File: src/rtl/hps_pkg.sv
// Package for the quadratic-probe hash set: payload structs, codes, constants
// and the key hash function. No dependencies.
`timescale 1ns / 1ps

package hps_pkg;

  localparam int KEY_W      = 32;
  localparam int SLOT_W     = 7;
  localparam int DIGIT_W    = 8;
  localparam int NUM_DIGITS = KEY_W / DIGIT_W;
  localparam int DCNT_W     = $clog2(NUM_DIGITS);

  typedef enum logic [1:0] {
    ACT_INSERT = 2'd0,
    ACT_REMOVE = 2'd1,
    ACT_FIND   = 2'd2,
    ACT_CLEAR  = 2'd3
  } hps_action_t;

  typedef enum logic [1:0] {
    STATUS_OK       = 2'd0,
    STATUS_DUP      = 2'd1,
    STATUS_NOTFOUND = 2'd2,
    STATUS_FULL     = 2'd3
  } hps_status_t;

  // Slot mark; the fourth code is never written
  typedef enum logic [1:0] {
    MARK_EMPTY   = 2'd0,
    MARK_ACTIVE  = 2'd1,
    MARK_DELETED = 2'd2
  } hps_mark_t;

  typedef enum logic [2:0] {
    ST_INIT  = 3'd0,
    ST_IDLE  = 3'd1,
    ST_PROBE = 3'd2,
    ST_CHECK = 3'd3,
    ST_CLEAR = 3'd4
  } hps_state_t;

  typedef struct packed {
    logic [1:0]       action;
    logic [KEY_W-1:0] key;
  } hps_req_t;

  typedef struct packed {
    logic [1:0]        status;
    logic [SLOT_W-1:0] slot;
  } hps_rsp_t;

  // Shift-xor hash over the key bytes, low byte first, each sign-extended
  function automatic logic [KEY_W-1:0] hps_hash(input logic [KEY_W-1:0] key);
    logic [KEY_W-1:0] h;
    logic [KEY_W-1:0] b;
    h = '0;
    for (int i = 0; i < NUM_DIGITS; i++) begin
      b = {{(KEY_W-DIGIT_W){key[DIGIT_W*i+DIGIT_W-1]}}, key[DIGIT_W*i +: DIGIT_W]};
      h = (h << 5) ^ b ^ h;
    end
    return h;
  endfunction

endpackage

File: src/rtl/hps_fifo.sv
// Two-entry queue between the hash front end and the probe back end.
// Standalone; width set by the parent.
`timescale 1ns / 1ps

module hps_fifo #(
  parameter int WIDTH = 41
) (
  input  logic             clk,
  input  logic             rst,
  input  logic             push,
  input  logic [WIDTH-1:0] wdata,
  output logic             full,
  input  logic             pop,
  output logic [WIDTH-1:0] rdata,
  output logic             empty
);

  logic [WIDTH-1:0] entry [2];
  logic             wp;
  logic             rp;
  logic [1:0]       count;
  logic             do_push;
  logic             do_pop;

  assign full    = (count == 2'd2);
  assign empty   = (count == 2'd0);
  assign do_push = push && !full;
  assign do_pop  = pop && !empty;
  assign rdata   = entry[rp];

  // Advance pointers and occupancy
  always_ff @(posedge clk) begin
    if (rst) begin
      wp    <= 1'b0;
      rp    <= 1'b0;
      count <= 2'd0;
    end else begin
      if (do_push) wp <= ~wp;
      if (do_pop)  rp <= ~rp;
      count <= count + 2'(do_push) - 2'(do_pop);
    end
  end

  // Store entries
  always_ff @(posedge clk) begin
    if (do_push) entry[wp] <= wdata;
  end

endmodule

File: src/rtl/hps_front.sv
// Front end: accepts a request, hashes the key and reduces it to a home slot
// one byte per cycle, then hands the item to the queue. Uses hps_pkg.
`timescale 1ns / 1ps

module hps_front import hps_pkg::*; #(
  parameter  int TABLE_SIZE = 101,
  localparam int SW = $clog2(TABLE_SIZE)
) (
  input  logic             clk,
  input  logic             rst,
  input  logic             push,
  input  hps_req_t         req,
  output logic             full,
  input  logic             init_busy,
  output logic             q_push,
  input  logic             q_full,
  output logic [1:0]       q_action,
  output logic [KEY_W-1:0] q_key,
  output logic [SW-1:0]    q_home
);

  localparam logic [SW:0] MOD = (SW+1)'(TABLE_SIZE);

  logic              busy;
  logic              done;
  logic [DCNT_W-1:0] cnt;
  logic [KEY_W-1:0]  hreg;
  logic [SW-1:0]     rem;
  logic [SW-1:0]     rem_next;
  logic [1:0]        act;
  logic [KEY_W-1:0]  key;
  logic              accept;

  assign full     = init_busy || (busy && !(done && !q_full));
  assign accept   = push && !full;
  assign q_push   = busy && done && !q_full;
  assign q_action = act;
  assign q_key    = key;
  assign q_home   = rem;

  // Shift the top hash byte into the remainder, reducing bit by bit
  always_comb begin
    logic [SW:0] w;
    logic [SW-1:0] t;
    t = rem;
    for (int i = 0; i < DIGIT_W; i++) begin
      w = {t, hreg[KEY_W-1-i]};
      if (w >= MOD) w = w - MOD;
      t = w[SW-1:0];
    end
    rem_next = t;
  end

  // Sequence the digit steps
  always_ff @(posedge clk) begin
    if (rst) begin
      busy <= 1'b0;
      done <= 1'b0;
      cnt  <= '0;
    end else if (accept) begin
      busy <= 1'b1;
      done <= 1'b0;
      cnt  <= '0;
    end else if (q_push) begin
      busy <= 1'b0;
    end else if (busy && !done) begin
      cnt  <= cnt + 1'b1;
      done <= (cnt == DCNT_W'(NUM_DIGITS - 1));
    end
  end

  // Capture the request and walk the hash bytes
  always_ff @(posedge clk) begin
    if (accept) begin
      hreg <= hps_hash(req.key);
      rem  <= '0;
      act  <= req.action;
      key  <= req.key;
    end else if (busy && !done) begin
      hreg <= hreg << DIGIT_W;
      rem  <= rem_next;
    end
  end

endmodule

File: src/rtl/hps_back.sv
// Back end: takes hashed items from the queue, probes the slot memory,
// updates marks and keys, sweeps the table on clear and after reset. Uses hps_pkg.
`timescale 1ns / 1ps

module hps_back import hps_pkg::*; #(
  parameter  int TABLE_SIZE = 101,
  localparam int SW = $clog2(TABLE_SIZE)
) (
  input  logic             clk,
  input  logic             rst,
  input  logic             q_empty,
  input  logic [1:0]       q_action,
  input  logic [KEY_W-1:0] q_key,
  input  logic [SW-1:0]    q_home,
  output logic             q_pop,
  output logic             init_busy,
  input  logic             pop,
  output logic             empty,
  output hps_rsp_t         rsp
);

  localparam int CW = $clog2(TABLE_SIZE + 1);
  localparam int UW = $clog2(TABLE_SIZE / 2 + 1);
  localparam logic [SW:0] MOD = (SW+1)'(TABLE_SIZE);

  // Slot memories
  logic [KEY_W-1:0] keys  [TABLE_SIZE];
  logic [1:0]       marks [TABLE_SIZE];
  logic [KEY_W-1:0] key_q;
  logic [1:0]       mark_q;

  hps_state_t       state;
  hps_state_t       state_next;
  logic [SW-1:0]    pos;
  logic [SW-1:0]    step;
  logic [CW-1:0]    pcount;
  logic [1:0]       act;
  logic [KEY_W-1:0] key;
  logic [UW-1:0]    used;
  logic             res_valid;
  hps_rsp_t         res;

  logic          res_free;
  logic          last_idx;
  logic          hit;
  logic          active;
  logic          finish;
  logic          room;
  logic [SW:0]   pos_sum;
  logic [SW:0]   step_sum;
  logic [SW-1:0] nxt_pos;
  logic [SW-1:0] step_next;
  logic [SW-1:0] end_pos;

  logic          we_key;
  logic          we_mark;
  logic [1:0]    mark_wval;
  logic          fin;
  hps_rsp_t      fin_rsp;
  logic          used_inc;
  logic          used_clr;

  assign init_busy = (state == ST_INIT);
  assign empty     = !res_valid;
  assign rsp       = res;
  assign res_free  = !res_valid || pop;
  assign last_idx  = (pos == SW'(TABLE_SIZE - 1));

  // Probe evaluation and next probe position
  assign hit       = (mark_q == MARK_EMPTY) || (key_q == key);
  assign active    = hit && (mark_q == MARK_ACTIVE);
  assign finish    = hit || (pcount == CW'(TABLE_SIZE));
  assign room      = (used < UW'(TABLE_SIZE / 2));
  assign pos_sum   = {1'b0, pos} + {1'b0, step};
  assign nxt_pos   = (pos_sum >= MOD) ? SW'(pos_sum - MOD) : pos_sum[SW-1:0];
  assign step_sum  = {1'b0, step} + (SW+1)'(2);
  assign step_next = (step_sum >= MOD) ? SW'(step_sum - MOD) : step_sum[SW-1:0];
  assign end_pos   = hit ? pos : nxt_pos;

  // Next state
  always_comb begin
    state_next = state;
    case (state)
      ST_INIT:  if (last_idx) state_next = ST_IDLE;
      ST_IDLE: begin
        if (!q_empty) state_next = (q_action == ACT_CLEAR) ? ST_CLEAR : ST_PROBE;
      end
      ST_PROBE: state_next = ST_CHECK;
      ST_CHECK: begin
        if (!finish)       state_next = ST_PROBE;
        else if (res_free) state_next = ST_IDLE;
      end
      ST_CLEAR: if (last_idx && res_free) state_next = ST_IDLE;
      default:  state_next = ST_INIT;
    endcase
  end

  // Outputs: queue pop, memory writes, result load
  always_comb begin
    q_pop          = 1'b0;
    we_key         = 1'b0;
    we_mark        = 1'b0;
    mark_wval      = MARK_EMPTY;
    fin            = 1'b0;
    fin_rsp.status = STATUS_OK;
    fin_rsp.slot   = SLOT_W'(end_pos);
    used_inc       = 1'b0;
    used_clr       = 1'b0;
    case (state)
      ST_INIT:  we_mark = 1'b1;
      ST_IDLE:  q_pop = !q_empty;
      ST_PROBE: ;
      ST_CHECK: begin
        if (finish && res_free) begin
          fin = 1'b1;
          case (act)
            ACT_INSERT: begin
              if (active) begin
                fin_rsp.status = STATUS_DUP;
              end else if (!hit || !room) begin
                fin_rsp.status = STATUS_FULL;
              end else begin
                we_key    = 1'b1;
                we_mark   = 1'b1;
                mark_wval = MARK_ACTIVE;
                used_inc  = 1'b1;
              end
            end
            ACT_REMOVE: begin
              if (active) begin
                we_mark   = 1'b1;
                mark_wval = MARK_DELETED;
              end else begin
                fin_rsp.status = STATUS_NOTFOUND;
              end
            end
            default: begin
              if (!active) fin_rsp.status = STATUS_NOTFOUND;
            end
          endcase
        end
      end
      ST_CLEAR: begin
        we_mark = 1'b1;
        if (last_idx && res_free) begin
          fin          = 1'b1;
          fin_rsp.slot = '0;
          used_clr     = 1'b1;
        end
      end
      default: ;
    endcase
  end

  // Control and item registers
  always_ff @(posedge clk) begin
    if (rst) begin
      state     <= ST_INIT;
      pos       <= '0;
      used      <= '0;
      res_valid <= 1'b0;
    end else begin
      state <= state_next;
      case (state)
        ST_INIT, ST_CLEAR: if (!last_idx) pos <= pos + 1'b1;
        ST_IDLE: begin
          if (q_pop) begin
            pos    <= (q_action == ACT_CLEAR) ? '0 : q_home;
            step   <= SW'(1);
            pcount <= CW'(1);
            act    <= q_action;
            key    <= q_key;
          end
        end
        ST_CHECK: begin
          if (!finish) begin
            pos    <= nxt_pos;
            step   <= step_next;
            pcount <= pcount + 1'b1;
          end
        end
        default: ;
      endcase
      if (used_clr)      used <= '0;
      else if (used_inc) used <= used + 1'b1;
      if (fin)           res_valid <= 1'b1;
      else if (pop)      res_valid <= 1'b0;
      if (fin)           res <= fin_rsp;
    end
  end

  // Slot memory: one write and one registered read at the probe position
  always_ff @(posedge clk) begin
    if (we_key)  keys[pos]  <= key;
    if (we_mark) marks[pos] <= mark_wval;
    key_q  <= keys[pos];
    mark_q <= marks[pos];
  end

endmodule

File: src/rtl/quadratic_probe_hash_set_unit.sv
// Quadratic-probe hash set, top level: hash front end, work queue, probe back end.
// Uses hps_pkg, hps_front, hps_fifo and hps_back.
//
//   channel   handshake               payload
//   request   push / full             req.action, req.key   (hps_req_t)
//   result    empty / pop             rsp.status, rsp.slot  (hps_rsp_t)
//
// Front end: takes the request and registers its hash, then reduces the hash
// modulo TABLE_SIZE one key byte at a time and hands off to a two-entry queue.
// Back end: dequeues in the idle state, then probes via a memory read state and a
// check state; a clear sweeps the marks one slot per cycle, waiting on the last
// slot until the result port is free. After reset the sweep runs with full held high.
// A waiting result stalls only the back end; the front end keeps filling the queue.
`timescale 1ns / 1ps

module quadratic_probe_hash_set_unit import hps_pkg::*; #(
  parameter int TABLE_SIZE = 101
) (
  input  logic     clk,
  input  logic     rst,
  input  logic     push,
  input  hps_req_t req,
  output logic     full,
  output logic     empty,
  input  logic     pop,
  output hps_rsp_t rsp
);

  localparam int SW = $clog2(TABLE_SIZE);
  localparam int QW = 2 + KEY_W + SW;

  logic             init_busy;
  logic             q_push;
  logic             q_full;
  logic [1:0]       q_action;
  logic [KEY_W-1:0] q_key;
  logic [SW-1:0]    q_home;
  logic [QW-1:0]    q_rdata;
  logic             q_pop;
  logic             q_empty;

  hps_front #(.TABLE_SIZE(TABLE_SIZE)) u_front (
    .clk       (clk),
    .rst       (rst),
    .push      (push),
    .req       (req),
    .full      (full),
    .init_busy (init_busy),
    .q_push    (q_push),
    .q_full    (q_full),
    .q_action  (q_action),
    .q_key     (q_key),
    .q_home    (q_home)
  );

  hps_fifo #(.WIDTH(QW)) u_fifo (
    .clk   (clk),
    .rst   (rst),
    .push  (q_push),
    .wdata ({q_action, q_key, q_home}),
    .full  (q_full),
    .pop   (q_pop),
    .rdata (q_rdata),
    .empty (q_empty)
  );

  hps_back #(.TABLE_SIZE(TABLE_SIZE)) u_back (
    .clk       (clk),
    .rst       (rst),
    .q_empty   (q_empty),
    .q_action  (q_rdata[QW-1 -: 2]),
    .q_key     (q_rdata[SW +: KEY_W]),
    .q_home    (q_rdata[SW-1:0]),
    .q_pop     (q_pop),
    .init_busy (init_busy),
    .pop       (pop),
    .empty     (empty),
    .rsp       (rsp)
  );

`ifndef ASSERT_OFF
  a_no_push_when_full: assert property (@(posedge clk) disable iff (rst)
    q_push |-> !q_full) else $error("front pushed into a full queue");

  a_home_in_range: assert property (@(posedge clk) disable iff (rst)
    q_push |-> (q_home < SW'(TABLE_SIZE))) else $error("home slot out of range");

  a_no_accept_in_init: assert property (@(posedge clk)
    init_busy |-> full) else $error("request port open during reset sweep");

  a_front_holds_item: assert property (@(posedge clk) disable iff (rst)
    (push && !full) |=> full) else $error("front accepted while hashing");
`endif

endmodule
File: config.mk
export PLATFORM = sky130hd
export DESIGN_NAME = quadratic_probe_hash_set_unit
export DESIGN_NICKNAME = d
export VERILOG_FILES = /design/src/rtl/hps_pkg.sv /design/src/rtl/hps_fifo.sv /design/src/rtl/hps_front.sv /design/src/rtl/hps_back.sv /design/src/rtl/quadratic_probe_hash_set_unit.sv
export SDC_FILE = /design/constraint.sdc
export NUM_CORES = 2
export LEC_CHECK = 0
export BUFFER_PORTS_ARGS = -buffer_cell sky130_fd_sc_hd__buf_4
export CAP_MARGIN = 20
export CORE_ASPECT_RATIO = 1.2
export CORE_UTILIZATION = 50
export CTS_CLUSTER_SIZE = 25
export DETAILED_ROUTE_END_ITERATION = 12
export PLACE_DENSITY = 0.63
export SLEW_MARGIN = 20
export SYNTH_ARGS = -nofsm -noshare
export SYNTH_HDL_FRONTEND = slang
export SYNTH_SLANG_ARGS = --single-unit
File: constraint.sdc
create_clock -name clk -period 12.08 [get_ports clk]
set_input_delay 1.208 -clock clk [delete_from_list [all_inputs] [get_ports clk]]
set_output_delay 1.208 -clock clk [all_outputs]
set_load 0.01 [all_outputs]
-- Word level (Yosys, flattened, before mapping)
Memory sizes are Yosys's and may differ from the RTL's. A register that Yosys moved wholly into a read port is not among the register bits.
Index checks and enable logic that the tools add are counted.
- register bits: 155
- RAM bits: 3516
- output and inout bits: 11
- memories: 3
- add/sub/neg operators: 18
- $lt $le $gt $ge: 11
- eq/ne operators: 19
- muxes and demuxes: 68
- bitwise operators: 10
- reductions and logical operators: 43
- memories (name ; words ; bits a word ; read ports ; clocked after memory_dff ; wr ports ; line ; RTL):
    u_back.keys ; 101 ; 32 ; 1 ; 1 ; 1 ; hps_back.sv:27 ; logic [KEY_W-1:0] keys [TABLE_SIZE];
    u_back.marks ; 101 ; 2 ; 1 ; 1 ; 1 ; hps_back.sv:28 ; logic [1:0] marks [TABLE_SIZE];
    u_fifo.entry ; 2 ; 41 ; 1 ; 1 ; 1 ; hps_fifo.sv:18 ; logic [WIDTH-1:0] entry [2];
- operators by type and width (kind ; count):
    $xor 32x32->32 ; 6
    $mux 7 ; 20
    $ge 8x7->1 const B ; 10
    $sub 7x7->7 const B ; 10
    $mux 32 ; 2
    $eq 32x32->1 ; 1
    $pmux 7 s2 ; 2
    $mux 1 ; 24
    $pmux 7 s3 ; 1
    $mux 3 ; 6
    $mux 2 ; 8
    $pmux 3 s5 ; 1
    $add 7x1->7 const B ; 2
    $eq 7x7->1 const B ; 2
    $reduce_and 4->1 ; 3
    $logic_and 1x1->1 ; 11
    $add 7x2->8 const B ; 1
    $add 7x7->8 ; 1
    $logic_not 1->1 ; 8
    $ne 2x2->1 const B ; 4
    $reduce_bool 2->1 ; 4
    $add 6x1->6 const B ; 1
    $eq 2x2->1 const B ; 3
    $eq 3x2->1 const B ; 2
    19 further kinds ; 36

-- Logic depth before layout (Yosys ltp)
- depth in word-level cells: 16
- mapped depth: 53

-- By module
A second synthesis with hierarchy kept.
- cell total of the unflattened synthesis: 7976
- area, all modules: 139403.7 um^2
- modules (own cells, without submodules) (module ; times used ; cells an instance ; area an instance (um^2) ; sequential area each (um^2)):
    hps_back ; 1 ; 7226 ; 130367.5 ; 105851.5
    hps_front ; 1 ; 595 ; 5853.1 ; 2202.1
    hps_fifo ; 1 ; 155 ; 3183.1 ; 2562.5

-- Worst setup path before layout
OpenSTA, ideal clock, no wires.
- path kind: reg-to-reg
- start: reg u_back.key[27]
- end: mem u_back.marks[96][0], enable pin
- library setup time: 310 ps
- data arrival time: 9781 ps
- data required time: 11770 ps
- path slack: 1989 ps
- stages on the path, launching flop included: 14
- clock period less this slack: 10091 ps
- cell sequence: edfxtp_1 -> xor2_1 -> nor4_1 -> nand4_1 -> nor2_1 -> nor2_1 -> a21oi_1 -> nand2_1 -> nor4b_1 -> or3_1 -> clkbuf_1 -> nand2_1 -> clkbuf_1 -> nor2_1
- word-level cells in the longest chain between the ends: 11
- RTL lines (element ; line ; RTL):
    start, declared ; hps_back.sv:38 ; logic [KEY_W-1:0] key;
    start signal, assigned ; hps_back.sv:172 ; key <= q_key;
    $eq 32x32->1 * ; hps_back.sv:70 ; assign hit = (mark_q == MARK_EMPTY) || (key_q == key);
    $logic_or 1x1->1 * ; hps_back.sv:70 ;
    $logic_not 1->1 ; hps_back.sv:120 ; end else if (!hit || !room) begin
    $logic_or 1x1->1 ; hps_back.sv:120 ;
    $mux 1 ; hps_back.sv:120 ;
    $mux 1 ; hps_back.sv:118 ; if (active) begin
    $pmux 1 s2 ; hps_back.sv:116 ; case (act)
    $mux 1 * ; hps_back.sv:114 ; if (finish && res_free) begin
    $pmux 1 s2 * ; hps_back.sv:109 ; case (state)
    $mux 1 * ; hps_back.sv:195 ; if (we_mark) marks[pos] <= mark_wval;
    $mux 1 (implied by the code) * ; hps_back.sv:195 ;
    end, declared ; hps_back.sv:28 ;
Mark *: on every way between the ends. The rest lies on a longest branch, timed or not.

-- Final worst setup path
- start: reg u_front.hreg[31]
- end: reg u_front.rem[3], in the netlist u_front.q_home[3]
- word-level cells in the longest chain between the ends: 16
- RTL lines (element ; line ; RTL):
    start, declared ; hps_front.sv:27 ; logic [KEY_W-1:0] hreg;
    start signal, assigned ; hps_front.sv:75 ; hreg <= hps_hash(req.key);
    start signal, assigned ; hps_front.sv:80 ; hreg <= hreg << DIGIT_W;
    $sub 7x7->7 / $ge 8x7->1 (equally long branches) ; hps_front.sv:48 ; if (w >= MOD) w = w - MOD;
    $mux 7 * ; hps_front.sv:48 ;
    $sub 7x7->7 / $ge 8x7->1 (equally long branches) ; hps_front.sv:48 ;
    $mux 7 * ; hps_front.sv:48 ;
    $sub 7x7->7 / $ge 8x7->1 (equally long branches) ; hps_front.sv:48 ;
    $mux 7 * ; hps_front.sv:48 ;
    $sub 7x7->7 / $ge 8x7->1 (equally long branches) ; hps_front.sv:48 ;
    $mux 7 * ; hps_front.sv:48 ;
    $sub 7x7->7 / $ge 8x7->1 (equally long branches) ; hps_front.sv:48 ;
    $mux 7 * ; hps_front.sv:48 ;
    $sub 7x7->7 / $ge 8x7->1 (equally long branches) ; hps_front.sv:48 ;
    $mux 7 * ; hps_front.sv:48 ;
    $ge 8x7->1 / $sub 7x7->7 (equally long branches) ; hps_front.sv:48 ;
    $mux 7 * ; hps_front.sv:48 ;
    $sub 7x7->7 / $ge 8x7->1 (equally long branches) ; hps_front.sv:48 ;
    $mux 7 * ; hps_front.sv:48 ;
    end signal, assigned ; hps_front.sv:81 ; rem <= rem_next;
    end, declared ; hps_front.sv:28 ; logic [SW-1:0] rem;
Marked as above.
A chain may end at the register's enable or synchronous reset.

==> results.sh <==
export IMPL_status="finished, violations left"
export IMPL_failed_checks="max-capacitance violations, max-slew violations"
export IMPL_antenna_found_initial=29
export IMPL_power_density_mw_per_mm2=225
export IMPL_die_area_sq_mm=0.278
export IMPL_fp_row_count=211
export IMPL_cp_required_ns=12.87
export IMPL_insertion_delay_ns=0.94
export IMPL_die_x_microns=482
export IMPL_min_period_over_period=0.921
export IMPL_hold_violations=0
export IMPL_start_kind="flop"
export IMPL_syn_inst=7829
export IMPL_crit_buf_inv=5
export IMPL_netlist_top_cells_count="edfxtp_1, a22oi_1, clkbuf_1, nor2_1, a41oi_1"
export IMPL_irDropWorstVdd_mv=1.22
export IMPL_ys_flop_type="edfxtp_1"
export IMPL_yosys_area_top_type="edfxtp_1"
export IMPL_switching_share=0.317
export IMPL_r2r_start="u_front.hreg[31]$_DFFE_PP_"
export IMPL_cts_root_buf="clkbuf_16"
export IMPL_critPathArrivalTime_ns=11.92
export IMPL_gp_congestion=0.935
export IMPL_drv_cap=1
export IMPL_numCtsBuffers=348
export IMPL_yosysUniqueCellTypes=104
export IMPL_syn_nets=7904
export IMPL_synth_area_sq_mm=0.138
export IMPL_fin_setup_tns_ns=0
export IMPL_grt_pass1_wl_mm=586
export IMPL_clock_skew_final_ns=0.0586
export IMPL_port_buffers=48
export IMPL_comb_power_share=0.291
export IMPL_min_path_cells=0
export IMPL_internal_power_mw=23.9
export IMPL_grt_pass1_vias=76700
export IMPL_crit_path_max_incr_delay_ns=0.55
export IMPL_overflow=0
export IMPL_r2r_end="u_front.q_home[3]$_SDFFE_PP0P_"
export IMPL_cts_tree="built"
export IMPL_synth_area_leaders="edfxtp_1, a22oi_1, a41oi_1, clkbuf_1, dfxtp_1"
export IMPL_reg2reg_depth=47
export IMPL_ys_ff_latch=3706
export IMPL_critical_path_class="reg -> reg"
export IMPL_wl_mm=420
export IMPL_ioPinCount=49
export IMPL_seq_power_share=0.400
export IMPL_cts_clk_slew_worst_paths_ns=0.07
export IMPL_ctsHtreeMaxLevel=5
export IMPL_clock_sinks=3706
export IMPL_area_delta_synth_final_pct=12.8
export IMPL_fmax_mhz=89.9
export IMPL_nets=8086
export IMPL_vias=80500
export IMPL_p_leak_nw=47.0
export IMPL_drc=0
export IMPL_slew_headroom=-0.0797
export IMPL_fin_total_pwr_mw=35.0
export IMPL_cpLargestDelayFamily="compound AO/OA/AOI/OAI gates"
export IMPL_synth_edf_count=3639
export IMPL_tightest_slew_ns=1.60
export IMPL_r2r_slack_ns=0.95
export IMPL_end_kind="flop"
export IMPL_min_period_ns=11.13
export IMPL_rsz0062_at_grt="no"
export IMPL_grt_usage=0.297
export IMPL_drt_first_pass_iters=6
export IMPL_hpwl_mm=235
export IMPL_post_drt_via_cell_ratio=6.75
export IMPL_ys_async_sr_fraction=0
export IMPL_drt_iter0_drc=12000
export IMPL_ys_warn_count=0
export IMPL_fp_dieH_microns=578
export IMPL_crit_path_max_fanout=9
export IMPL_core_sq_mm=0.275
export IMPL_ys_seq_area_frac=0.801
export IMPL_path_common_cell="inv_1"
export IMPL_ant_nets=0
export IMPL_final_max_slew_viol_count=8
export IMPL_crit_start="u_front.hreg[31]$_DFFE_PP_"
export IMPL_p_sw_mw=11.1
export IMPL_avgSynthCellArea_sq_um=17.6
export IMPL_hp_class="reg -> reg"
export IMPL_synth_top_area_frac=0.791
export IMPL_clkPwrFrac=0.309
export IMPL_cp_slowest_cell="a2111o_1"
export IMPL_clockBufferDepth=4
export IMPL_drive_above_1_share=0.131
export IMPL_hp_start="u_front.q_key[12]$_DFFE_PP_"
export IMPL_setup_viol=0
export IMPL_grt_max_degree=115
export IMPL_initial_core_util=0.502
export IMPL_wire_per_inst_microns=35.2
export IMPL_min_to="u_fifo.entry[0][19]$_DFFE_PP_"
export IMPL_yosysMostFrequentCell="edfxtp_1"
through the flow:
stage          hold WS [ns]  cell area, sq um  instances  utilization  setup slack (ns)
5_1_grt               0.454            156000      11900        0.566             0.117
2_1_floorplan         0.421            138000       7829            -              1.99
6_report              0.444            156000      11900        0.566             0.953
3_3_place_gp          0.425            144000      11300        0.525             0.539
3_5_place_dp          0.433            145000      11300        0.525             0.541
4_1_cts               0.447            156000      11900        0.566             0.472
how the worst max path moves through the flow:
stage,depth (start not counted),slack (ns),to
final,47,0.95,u_front.q_home[3]$_SDFFE_PP0P_
after global routing,47,0.12,u_front.q_home[4]$_SDFFE_PP0P_
after detailed placement,46,0.54,u_front.q_home[3]$_SDFFE_PP0P_
after floorplan,13,1.99,u_back.marks[96][0]$_DFFE_PP_
after CTS,46,0.47,u_front.q_home[3]$_SDFFE_PP0P_
after global placement,47,0.54,u_front.q_home[3]$_SDFFE_PP0P_
sequential cells by signal, indices dropped and copies added (netlist names), 3 cells and up, named ones only:
signal          cells
u_back.pos          7
u_front.q_home      7
u_back.key         32
u_back.key_q       32
u_front.hreg       32
u_back.pcount       7
u_back.keys      3232
u_back.state        3
u_fifo.entry       82
u_back.step         7
u_front.q_key      32
u_back.rsp          9
u_back.marks      202
u_back.used         6
kinds of logic (layout without fill, tap and decap cells):
family,Yosys count,count (layout),share of synthesized area
buffers and inverters,563,1020,0.0155
XOR/XNOR,144,144,0.00930
other,0,20,0
adder cells (fa/ha/maj),37,37,0.00341
flip-flops,3706,3706,0.801
AO/OA/AOI/OAI,2431,2431,0.133
AND/OR/NAND/NOR,851,851,0.0300
multiplexers,97,97,0.00765
layer usage:
metal | GRT usage | wire length (microns) | vias to the layer above
li1 | - | - | 33100
met1 | 0.402 | 157000 | 41500
met2 | 0.458 | 195000 | 5090
met3 | 0.0559 | 43600 | 864
met4 | 0.161 | 25000 | 18
met5 | 0 | 124 | -
cell type report:
cell class | count | area, sq um
clock buffers | 414 | 9210
diodes | 20 | 50.0
clock inverters | 211 | 1900
well taps | 3621 | 4530
multi-input cells | 3560 | 26300
flip-flops and latches | 3706 | 111000
repair buffers | 352 | 3000
inverters | 43 | 161
fillers | 20800 | 119000
repair_timing:
action,in CTS,in global routing
hold endpoints to repair,0,0
hold buffers,0,0
buffers inserted,0,3
setup endpoints to repair,0,7
gates resized for setup,0,7
power groups by stage:
| stage | clock network (mW) | registers, mW | logic [mW] |
|---|---|---|---|
| floorplan | 0 | 14.2 | 8.06 |
| global placement | 0 | 14.3 | 9.96 |
| detailed placement | 0 | 14.3 | 10.0 |
| CTS | 10.9 | 14.0 | 10.1 |
| global route | 11.4 | 14.0 | 10.8 |
| finish | 10.8 | 14.0 | 10.2 |
placed cells by master, fill, tap and decap left out, drive strengths merged, types with 42 or more instances in the layout:
cell type and count:
a21oi 130, a221oi 104, a22o 96, a22oi 1499, a41oi 212, buf 352
clkbuf 414, clkinv 153, dfxtp 67, edfxtp 3639, inv 57, mux2 42
mux2i 54, nand2 124, nand4 174, nor2 350, nor4 49, o211ai 43
o21ai 131, xnor2 78, xor2 66
Note: power is estimated with default switching activity, not from simulation.
